===== src/design/sdh_pkg.sv =====
`default_nettype none
// ----------------------------------------------------------------------------
// sdh_pkg: shared types, constants and functions of the stick deadzone block
// Axis rescale helpers, pipelined division step and hat encoder.
// ----------------------------------------------------------------------------
package sdh_pkg;

    // Field widths
    localparam int AXIS_W      = 8;
    localparam int CFG_W       = 7;
    localparam int HAT_W       = 4;
    localparam int CFG_INDEX_W = 4;
    localparam int NUM_W       = 16;
    localparam int Q_W         = 8;
    localparam int SCALE_SHIFT = 7;           // upper span 255 - 127 = 128
    localparam int DIV_STAGES  = Q_W / 2;     // two quotient bits per stage
    localparam int NUM_STAGES  = DIV_STAGES + 2;

    localparam logic [AXIS_W-1:0] AXIS_CENTRE = 8'd127;
    localparam logic [AXIS_W-1:0] AXIS_FULL   = 8'd255;

    // Register indexes and reset values
    localparam logic [CFG_INDEX_W-1:0] REG_DEADZONE      = 4'd0;
    localparam logic [CFG_INDEX_W-1:0] REG_HAT_THRESHOLD = 4'd1;
    localparam logic [CFG_W-1:0] DEADZONE_RESET      = 7'd50;
    localparam logic [CFG_W-1:0] HAT_THRESHOLD_RESET = 7'd50;

    // Direction bits
    localparam logic [3:0] DIR_UP    = 4'b0001;
    localparam logic [3:0] DIR_DOWN  = 4'b0010;
    localparam logic [3:0] DIR_LEFT  = 4'b0100;
    localparam logic [3:0] DIR_RIGHT = 4'b1000;

    // Hat codes
    localparam logic [HAT_W-1:0] HAT_N    = 4'd0;
    localparam logic [HAT_W-1:0] HAT_NE   = 4'd1;
    localparam logic [HAT_W-1:0] HAT_E    = 4'd2;
    localparam logic [HAT_W-1:0] HAT_SE   = 4'd3;
    localparam logic [HAT_W-1:0] HAT_S    = 4'd4;
    localparam logic [HAT_W-1:0] HAT_SW   = 4'd5;
    localparam logic [HAT_W-1:0] HAT_W_   = 4'd6;
    localparam logic [HAT_W-1:0] HAT_NW   = 4'd7;
    localparam logic [HAT_W-1:0] HAT_NONE = 4'd15;

    typedef enum logic [1:0] {
        AXIS_CENTRED,
        AXIS_ABOVE,
        AXIS_BELOW
    } axis_mode_t;

    // One axis in flight through the divider
    typedef struct packed {
        axis_mode_t        mode;
        logic [NUM_W-1:0]  rem;
        logic [AXIS_W-1:0] den;
        logic [Q_W-1:0]    quo;
    } axis_div_t;

    // One sample pair in flight
    typedef struct packed {
        axis_div_t         a;
        axis_div_t         b;
        logic [HAT_W-1:0]  hat;
    } lane_t;

    // Classify an axis and set up numerator and divisor
    function automatic axis_div_t axis_prep(logic [AXIS_W-1:0] x, logic [CFG_W-1:0] dz);
        axis_div_t         r;
        logic [AXIS_W-1:0] hi;
        logic [AXIS_W-1:0] lo;
        logic [AXIS_W-1:0] diff;
        hi     = AXIS_CENTRE + AXIS_W'(dz);
        lo     = AXIS_CENTRE - AXIS_W'(dz);
        r.mode = AXIS_CENTRED;
        r.rem  = '0;
        r.den  = '0;
        r.quo  = '0;
        if (x > hi)
        begin
            diff   = x - hi;
            r.mode = AXIS_ABOVE;
            r.rem  = NUM_W'(diff) << SCALE_SHIFT;
            r.den  = AXIS_FULL - hi;
        end
        else if (x < lo)
        begin
            // times 127 as times 128 less one
            diff   = lo - x;
            r.mode = AXIS_BELOW;
            r.rem  = (NUM_W'(diff) << SCALE_SHIFT) - NUM_W'(diff);
            r.den  = lo;
        end
        return r;
    endfunction

    // One restoring division step for quotient bit bit_pos
    function automatic axis_div_t div_step(axis_div_t s, logic [2:0] bit_pos);
        axis_div_t        r;
        logic [NUM_W-1:0] sub;
        r   = s;
        sub = NUM_W'(s.den) << bit_pos;
        if (s.rem >= sub)
        begin
            r.rem          = s.rem - sub;
            r.quo[bit_pos] = 1'b1;
        end
        return r;
    endfunction

    // Final value from mode and quotient
    function automatic logic [AXIS_W-1:0] axis_finish(axis_div_t s);
        logic [AXIS_W-1:0] v;
        case (s.mode)
            AXIS_ABOVE: v = AXIS_CENTRE + s.quo;
            AXIS_BELOW: v = AXIS_CENTRE - s.quo;
            default:    v = AXIS_CENTRE;
        endcase
        return v;
    endfunction

    // Map direction bits to a hat code
    function automatic logic [HAT_W-1:0] hat_lookup(logic [3:0] bits);
        logic [HAT_W-1:0] h;
        case (bits)
            DIR_UP:               h = HAT_N;
            DIR_UP | DIR_RIGHT:   h = HAT_NE;
            DIR_RIGHT:            h = HAT_E;
            DIR_DOWN | DIR_RIGHT: h = HAT_SE;
            DIR_DOWN:             h = HAT_S;
            DIR_DOWN | DIR_LEFT:  h = HAT_SW;
            DIR_LEFT:             h = HAT_W_;
            DIR_UP | DIR_LEFT:    h = HAT_NW;
            default:              h = HAT_NONE;
        endcase
        return h;
    endfunction

    // Compare raw axes against centre plus or minus threshold
    function automatic logic [HAT_W-1:0] hat_encode(logic [AXIS_W-1:0] a,
                                                    logic [AXIS_W-1:0] b,
                                                    logic [CFG_W-1:0] thr);
        logic [AXIS_W:0]   up_lim;
        logic [AXIS_W-1:0] dn_lim;
        logic [3:0]        bits;
        up_lim = {1'b0, AXIS_CENTRE} + (AXIS_W+1)'(thr);
        dn_lim = AXIS_CENTRE - AXIS_W'(thr);
        bits   = '0;
        if ({1'b0, a} > up_lim)
        begin
            bits = bits | DIR_UP;
        end
        else if (a < dn_lim)
        begin
            bits = bits | DIR_DOWN;
        end
        if ({1'b0, b} > up_lim)
        begin
            bits = bits | DIR_LEFT;
        end
        else if (b < dn_lim)
        begin
            bits = bits | DIR_RIGHT;
        end
        return hat_lookup(bits);
    endfunction

endpackage
`default_nettype wire


===== src/design/sdh_if.sv =====
`default_nettype none
// ----------------------------------------------------------------------------
// sdh_if: request channels of the stick deadzone block
// Sample, result and register write channels with valid/ready handshake.
// ----------------------------------------------------------------------------
interface sdh_sample_if;
    logic                          valid;
    logic                          ready;
    logic [sdh_pkg::AXIS_W-1:0]    axis_a;
    logic [sdh_pkg::AXIS_W-1:0]    axis_b;

    modport source (output valid, output axis_a, output axis_b, input ready);
    modport sink   (input valid, input axis_a, input axis_b, output ready);
endinterface

interface sdh_result_if;
    logic                          valid;
    logic                          ready;
    logic [sdh_pkg::AXIS_W-1:0]    value_a;
    logic [sdh_pkg::AXIS_W-1:0]    value_b;
    logic [sdh_pkg::HAT_W-1:0]     hat_code;

    modport source (output valid, output value_a, output value_b, output hat_code,
                    input ready);
    modport sink   (input valid, input value_a, input value_b, input hat_code,
                    output ready);
endinterface

interface sdh_cfg_if;
    logic                            valid;
    logic                            ready;
    logic [sdh_pkg::CFG_INDEX_W-1:0] index;
    logic [sdh_pkg::CFG_W-1:0]       data;

    modport source (output valid, output index, output data, input ready);
    modport sink   (input valid, input index, input data, output ready);
endinterface
`default_nettype wire


===== src/design/stick_deadzone_and_hat.sv =====
`default_nettype none
// Throughput: one sample pair per cycle unless the result side stalls. The
// divider runs two quotient bits in each of four stages, so the six-stage
// pipeline never stops on its own.
// Backpressure fills bubbles first; input is refused only when all stages hold.
// Reset: valid bits clear, deadzone and hat threshold return to 50.
// ----------------------------------------------------------------------------
// stick_deadzone_and_hat: thumbstick deadzone rescaler and hat encoder
// Per axis deadzone, rescale by pipelined division, and 8-way hat code.
// ----------------------------------------------------------------------------
module stick_deadzone_and_hat (
    input  wire          clk,
    input  wire          rst_n,
    sdh_sample_if.sink   sample,
    sdh_result_if.source result,
    sdh_cfg_if.sink      cfg
);

    localparam int NS = sdh_pkg::NUM_STAGES;
    localparam int ND = sdh_pkg::DIV_STAGES;

    logic [sdh_pkg::CFG_W-1:0]  deadzone_reg;
    logic [sdh_pkg::CFG_W-1:0]  hat_threshold_reg;
    logic [NS-1:0]              valid_reg;
    logic [NS-1:0]              stage_ready;
    sdh_pkg::lane_t             pipe_reg [0:ND];
    logic [sdh_pkg::AXIS_W-1:0] value_a_reg;
    logic [sdh_pkg::AXIS_W-1:0] value_b_reg;
    logic [sdh_pkg::HAT_W-1:0]  hat_code_reg;

    // Take register writes at any time
    assign cfg.ready = 1'b1;

    always_ff @(posedge clk or negedge rst_n)
    begin
        if (!rst_n)
        begin
            deadzone_reg      <= sdh_pkg::DEADZONE_RESET;
            hat_threshold_reg <= sdh_pkg::HAT_THRESHOLD_RESET;
        end
        else if (cfg.valid)
        begin
            if (cfg.index == sdh_pkg::REG_DEADZONE)
            begin
                deadzone_reg <= cfg.data;
            end
            else if (cfg.index == sdh_pkg::REG_HAT_THRESHOLD)
            begin
                hat_threshold_reg <= cfg.data;
            end
        end
    end

    // Ready chain: a stage moves when empty or when the next one moves
    always_comb
    begin
        stage_ready[NS-1] = !valid_reg[NS-1] || result.ready;
        for (int k = NS - 2; k >= 0; k--)
        begin
            stage_ready[k] = !valid_reg[k] || stage_ready[k+1];
        end
    end

    assign sample.ready = stage_ready[0];

    // Advance valid bits
    always_ff @(posedge clk or negedge rst_n)
    begin
        if (!rst_n)
        begin
            valid_reg <= '0;
        end
        else
        begin
            if (stage_ready[0])
            begin
                valid_reg[0] <= sample.valid;
            end
            for (int k = 1; k < NS; k++)
            begin
                if (stage_ready[k])
                begin
                    valid_reg[k] <= valid_reg[k-1];
                end
            end
        end
    end

    // Stage 0: classify axes, set up division, encode the hat
    always_ff @(posedge clk)
    begin
        if (stage_ready[0] && sample.valid)
        begin
            pipe_reg[0].a   <= sdh_pkg::axis_prep(sample.axis_a, deadzone_reg);
            pipe_reg[0].b   <= sdh_pkg::axis_prep(sample.axis_b, deadzone_reg);
            pipe_reg[0].hat <= sdh_pkg::hat_encode(sample.axis_a, sample.axis_b,
                                                   hat_threshold_reg);
        end
    end

    // Stages 1 to ND: two quotient bits each, highest first
    for (genvar k = 1; k <= ND; k++)
    begin : g_div
        localparam int HI_BIT = sdh_pkg::Q_W + 1 - 2 * k;

        always_ff @(posedge clk)
        begin
            if (stage_ready[k] && valid_reg[k-1])
            begin
                pipe_reg[k].a   <= sdh_pkg::div_step(
                                       sdh_pkg::div_step(pipe_reg[k-1].a, 3'(HI_BIT)),
                                       3'(HI_BIT - 1));
                pipe_reg[k].b   <= sdh_pkg::div_step(
                                       sdh_pkg::div_step(pipe_reg[k-1].b, 3'(HI_BIT)),
                                       3'(HI_BIT - 1));
                pipe_reg[k].hat <= pipe_reg[k-1].hat;
            end
        end
    end

    // Output stage: apply quotient around centre
    always_ff @(posedge clk)
    begin
        if (stage_ready[NS-1] && valid_reg[NS-2])
        begin
            value_a_reg  <= sdh_pkg::axis_finish(pipe_reg[ND].a);
            value_b_reg  <= sdh_pkg::axis_finish(pipe_reg[ND].b);
            hat_code_reg <= pipe_reg[ND].hat;
        end
    end

    assign result.valid    = valid_reg[NS-1];
    assign result.value_a  = value_a_reg;
    assign result.value_b  = value_b_reg;
    assign result.hat_code = hat_code_reg;

    // Any empty stage must let a new request in
    assert property (@(posedge clk) disable iff (!rst_n)
        ($countones(valid_reg) < NS) |-> sample.ready)
        else $error("input refused while the pipeline has a free stage");

    // Quotient stays within the axis span on the upper branch
    assert property (@(posedge clk) disable iff (!rst_n)
        (valid_reg[ND] && pipe_reg[ND].a.mode == sdh_pkg::AXIS_ABOVE)
            |-> (pipe_reg[ND].a.quo <= 8'd128))
        else $error("upper rescale quotient out of range");

    // Quotient stays within the axis span on the lower branch
    assert property (@(posedge clk) disable iff (!rst_n)
        (valid_reg[ND] && pipe_reg[ND].b.mode == sdh_pkg::AXIS_BELOW)
            |-> (pipe_reg[ND].b.quo <= 8'd127))
        else $error("lower rescale quotient out of range");

    // A held result's value_a and hat code must not move while the sink stalls
    assert property (@(posedge clk) disable iff (!rst_n)
        (result.valid && !result.ready) |=> (result.valid && $stable(value_a_reg)
            && $stable(hat_code_reg)))
        else $error("stalled result changed");

endmodule
`default_nettype wire


===== src/flat_wrapper.sv =====
// flat-port wrapper written by rule: the top's interface ports become plain ports
module stick_deadzone_and_hat_flat 
  (clk, rst_n, sample_valid, sample_axis_a, sample_axis_b, sample_ready, result_valid, result_value_a, result_value_b, result_hat_code, result_ready, cfg_valid, cfg_index, cfg_data, cfg_ready);
  sdh_sample_if sample_i ();
  sdh_result_if result_i ();
  sdh_cfg_if cfg_i ();
  input  wire clk;
  input  wire rst_n;
  input wire logic [$bits(sample_i.valid)-1:0] sample_valid;
  input wire logic [$bits(sample_i.axis_a)-1:0] sample_axis_a;
  input wire logic [$bits(sample_i.axis_b)-1:0] sample_axis_b;
  output wire logic [$bits(sample_i.ready)-1:0] sample_ready;
  output wire logic [$bits(result_i.valid)-1:0] result_valid;
  output wire logic [$bits(result_i.value_a)-1:0] result_value_a;
  output wire logic [$bits(result_i.value_b)-1:0] result_value_b;
  output wire logic [$bits(result_i.hat_code)-1:0] result_hat_code;
  input wire logic [$bits(result_i.ready)-1:0] result_ready;
  input wire logic [$bits(cfg_i.valid)-1:0] cfg_valid;
  input wire logic [$bits(cfg_i.index)-1:0] cfg_index;
  input wire logic [$bits(cfg_i.data)-1:0] cfg_data;
  output wire logic [$bits(cfg_i.ready)-1:0] cfg_ready;
  assign sample_i.valid = sample_valid;
  assign sample_i.axis_a = sample_axis_a;
  assign sample_i.axis_b = sample_axis_b;
  assign sample_ready = sample_i.ready;
  assign result_valid = result_i.valid;
  assign result_value_a = result_i.value_a;
  assign result_value_b = result_i.value_b;
  assign result_hat_code = result_i.hat_code;
  assign result_i.ready = result_ready;
  assign cfg_i.valid = cfg_valid;
  assign cfg_i.index = cfg_index;
  assign cfg_i.data = cfg_data;
  assign cfg_ready = cfg_i.ready;
  stick_deadzone_and_hat u_core (.clk(clk), .rst_n(rst_n), .sample(sample_i), .result(result_i), .cfg(cfg_i));
endmodule

===== config.mk =====
export PLATFORM = sky130hd
export DESIGN_NAME = stick_deadzone_and_hat_flat
export DESIGN_NICKNAME = d
export VERILOG_FILES = /design/src/design/sdh_pkg.sv /design/src/design/sdh_if.sv /design/src/design/stick_deadzone_and_hat.sv /design/src/flat_wrapper.sv
export SDC_FILE = /design/constraint.sdc
export NUM_CORES = 1
export LEC_CHECK = 0
export BUFFER_PORTS_ARGS = -buffer_cell sky130_fd_sc_hd__buf_4
export CAP_MARGIN = 30
export CELL_PAD_IN_SITES_DETAIL_PLACEMENT = 1
export CELL_PAD_IN_SITES_GLOBAL_PLACEMENT = 2
export CORE_UTILIZATION = 40
export CTS_BUF_LIST = sky130_fd_sc_hd__clkbuf_8
export DETAILED_ROUTE_END_ITERATION = 10
export PLACE_DENSITY_LB_ADDON = 0.1
export SLEW_MARGIN = 20
export SYNTH_ARGS = -nofsm -noshare
export SYNTH_HDL_FRONTEND = slang
export SYNTH_SLANG_ARGS = --single-unit

===== constraint.sdc =====
create_clock -name clk -period 4.62 [get_ports clk]
set_input_delay 1.386 -clock clk [delete_from_list [all_inputs] [get_ports clk]]
set_output_delay 1.386 -clock clk [all_outputs]
set_load 0.01 [all_outputs]

==> flow_summary.yaml <==
timing:
  hold_viol_final: 0
  setup_viol: 0
  layout_min_cycle_time_ns: 4.451
  fin_crit_sh: 0.9634
  relSlewSlack: 0.4431
  finalMaxSlewViolations: 0
  fmax_mhz: 224.7
  finClkSkew_ns: 0.01473
  tightest_slew_ns: 0.8353
drt:
  drt_drc_violations_left: 0
  drt_iter0_markers: 524
  routedWlPerCell_um: 18.16
  vias: 15675
  avgViaCountPerCell: 5.317
  drt_first_pass_iters: 7
  route.final.wire_length_um: 53530
  antenna_left: 0
final_layout:
  syn_to_final_growth_pct: 17.32
  fillers: 5807
  final_common_cell: "edfxtp_1"
  final_area_sq_mm: 0.02458
  nets: 2472
  final-seq-area_sq_mm: 0.009276
  largest_register_ff_count: 272
  final_cell_mix: "edfxtp_1, ha_1, inv_1"
  final_cells: 2948
  multi_input_area_sq_mm: 0.01104
  drive_gt1_frac: 0.1760
logic_synthesis:
  dominantRegCellSynth: "edfxtp_1"
  synth.distinct_cells: 89
  ys_async_sr_fraction: 0.06410
  avgSynthCellArea_sq_um: 10.41
  synth_area_sq_mm: 0.02095
  synth_nets: 2260
  synthCells: 2012
  synth-seq-cells: 312
  synth-edff-count: 292
  yosysWarnings: 0
  ys_seq_area_frac: 0.4427
critical_path:
  cp-start-kind: "flip-flop"
  worstSetupEndpointType: "flip-flop"
  r2r-start: "u_core.pipe_reg[1][55]"
  path_class: "flip-flop to flip-flop"
  worstPathArrival_ns: 4.82
  cp.required_ns: 4.99
  crit_fanout: 4
  crit_start: "u_core.pipe_reg[1][55]"
status:
  status: "finished, final reports clean"
clock_tree:
  h-tree-depth: 2
  numCtsBuffers: 53
  clockBufferDepth: 3
  clkSlewWorstSetupHoldPaths_ns: 0.07
  clockRootBuffer: "clkbuf_8"
  cts_tree: "yes"
  cts_sinks: 312
  clkLatencyLatePin_ns: 0.63
placed_design:
  dp.cells: 2845
  hpwl_um: 43370
  placed_area_sq_mm: 0.02313
  place_congestion: 0.8653
  port-buffer-count: 53
floorplan:
  num_rows: 83
  core_sq_mm: 0.05151
  die_h_um: 230.9
  initial_core_util: 0.4068
  die_area_sq_mm: 0.05330
  ioPinCount: 55
  die_width_um: 230.9
global_route:
  grt-ovfl-total: 0
  antenna_found_initial: 1
  grt_start_max_net_pins: 69
  grt_pass1_vias: 16627
  grt_pass1_wl_um: 86700
  grt_usage: 0.2022
pwr:
  p_leak_nw: 10.02
  pwr_density_cell_mw_per_mm2: 788.7
  ir_drop_mv: 0.2347
min_path:
  hp-start: "u_core.pipe_reg[0][2]"
  hold_path.class: "flip-flop to flip-flop"
run:
  maxCapViolCount: 0
-- through the flow --
stage	setup WS (ns)	total power, mW	hold slack [ns]	util	setup TNS (ns)
after floorplan	0.01842	12.91	0.4003	-	0
after global placement	-0.03744	16.01	0.4042	0.4491	-0.03744
after detailed placement	-0.05874	16.35	0.4063	0.4491	-0.2595
after CTS	0.009484	19.35	0.4116	0.4733	0
after global routing	-0.04184	21.06	0.4244	0.4772	-0.1232
final	0.1693	19.39	0.4136	0.4772	0
-- synthesized netlist by cell type, drive strengths merged, types with 36 or more instances --
master  number  area share
nor2       145       0.026
xor2        52       0.022
a21oi      116       0.028
o21a        50       0.018
nor2b       45       0.013
inv        188       0.034
nand4       36       0.011
nand2      124       0.022
mux2        41       0.022
nor3        42       0.011
a21o        36       0.013
o21ai      127       0.030
ha         198        0.12
edfxtp     292        0.42
xnor2       88       0.037
-- critical path, cell delays in order, from the launching register on --
cell      delay [ns]
edfxtp_1        0.38
or4_4           0.55
or4_1           0.50
a311oi_2        0.28
and3b_2         0.27
mux2_2          0.31
ha_1            0.29
nor2b_1         0.13
o21ai_0         0.14
nand2b_1        0.10
a311o_1         0.35
o211ai_1        0.19
nand3_4         0.13
nor3_4          0.25
mux2_4          0.32
-- worst paths after layout --
check | depth (start not counted) | slack [ns] | end
max | 14 | 0.17 | u_core.pipe_reg[2][61]
min | 0 | 0.41 | u_core.pipe_reg[1][2]
max reg2reg | 14 | 0.17 | u_core.pipe_reg[2][61]
min reg2reg | 0 | 0.41 | u_core.pipe_reg[1][2]
max in group asynchronous | 1 | 3.68 | u_core.hat_threshold_reg[1]
min in group asynchronous | 1 | 0.64 | u_core.hat_threshold_reg[6]
-- report_power, final --
group / internal, mW / total (mW) / switching, mW
clock network: 1.68 / 2.86 / 1.18
registers: 4.49 / 5.07 / 0.577
logic: 5.30 / 11.5 / 6.16
-- kinds of logic after synthesis --
kind of cell               count (synthesis)  share of synthesized area
and+or+nand+nor                          574                     0.1413
xor gates and xnor gates                 140                    0.05888
other                                      1                  0.0001790
DFF                                      312                     0.4427
muxes                                     57                    0.02986
adders and majority gates                216                     0.1354
AOI/OAI and AO/OA                        493                     0.1513
buffers and inverters                    219                    0.04036
-- per-layer routing --
metal / track usage / wire [um] / part of all wire / vias to the layer above
met5: 0 / 0 / 0 / -
met4: 0.05940 / 1204 / 0.022 / 0
met3: 0.02495 / 1275 / 0.024 / 77
met2: 0.3531 / 26010 / 0.49 / 165
met1: 0.2606 / 25030 / 0.47 / 7590
li1: - / - / - / 7843
-- final cells by class --
| type | count | share of cell area |
|---|---|---|
| Timing Repair Buffer | 187 | 0.05950 |
| Tap cell | 680 | 0.03461 |
| Multi-Input combinational cell | 1481 | 0.4492 |
| Sequential cell | 312 | 0.3774 |
| Clock buffer | 58 | 0.03247 |
| Inverter | 189 | 0.02896 |
| Clock inverter | 40 | 0.01776 |
| Antenna cell | 1 | 0.0001018 |
-- what timing repair did --
action / CTS / global route
hold buffers: 0 / 0
setup endpoints to repair: 13 / 68
pin swaps: 0 / 5
gates resized for setup: 4 / 47
endpoints found under the hold margin: 0 / 0
buffers inserted: 0 / 2
No activity file was read; power rests on OpenSTA's default activity.
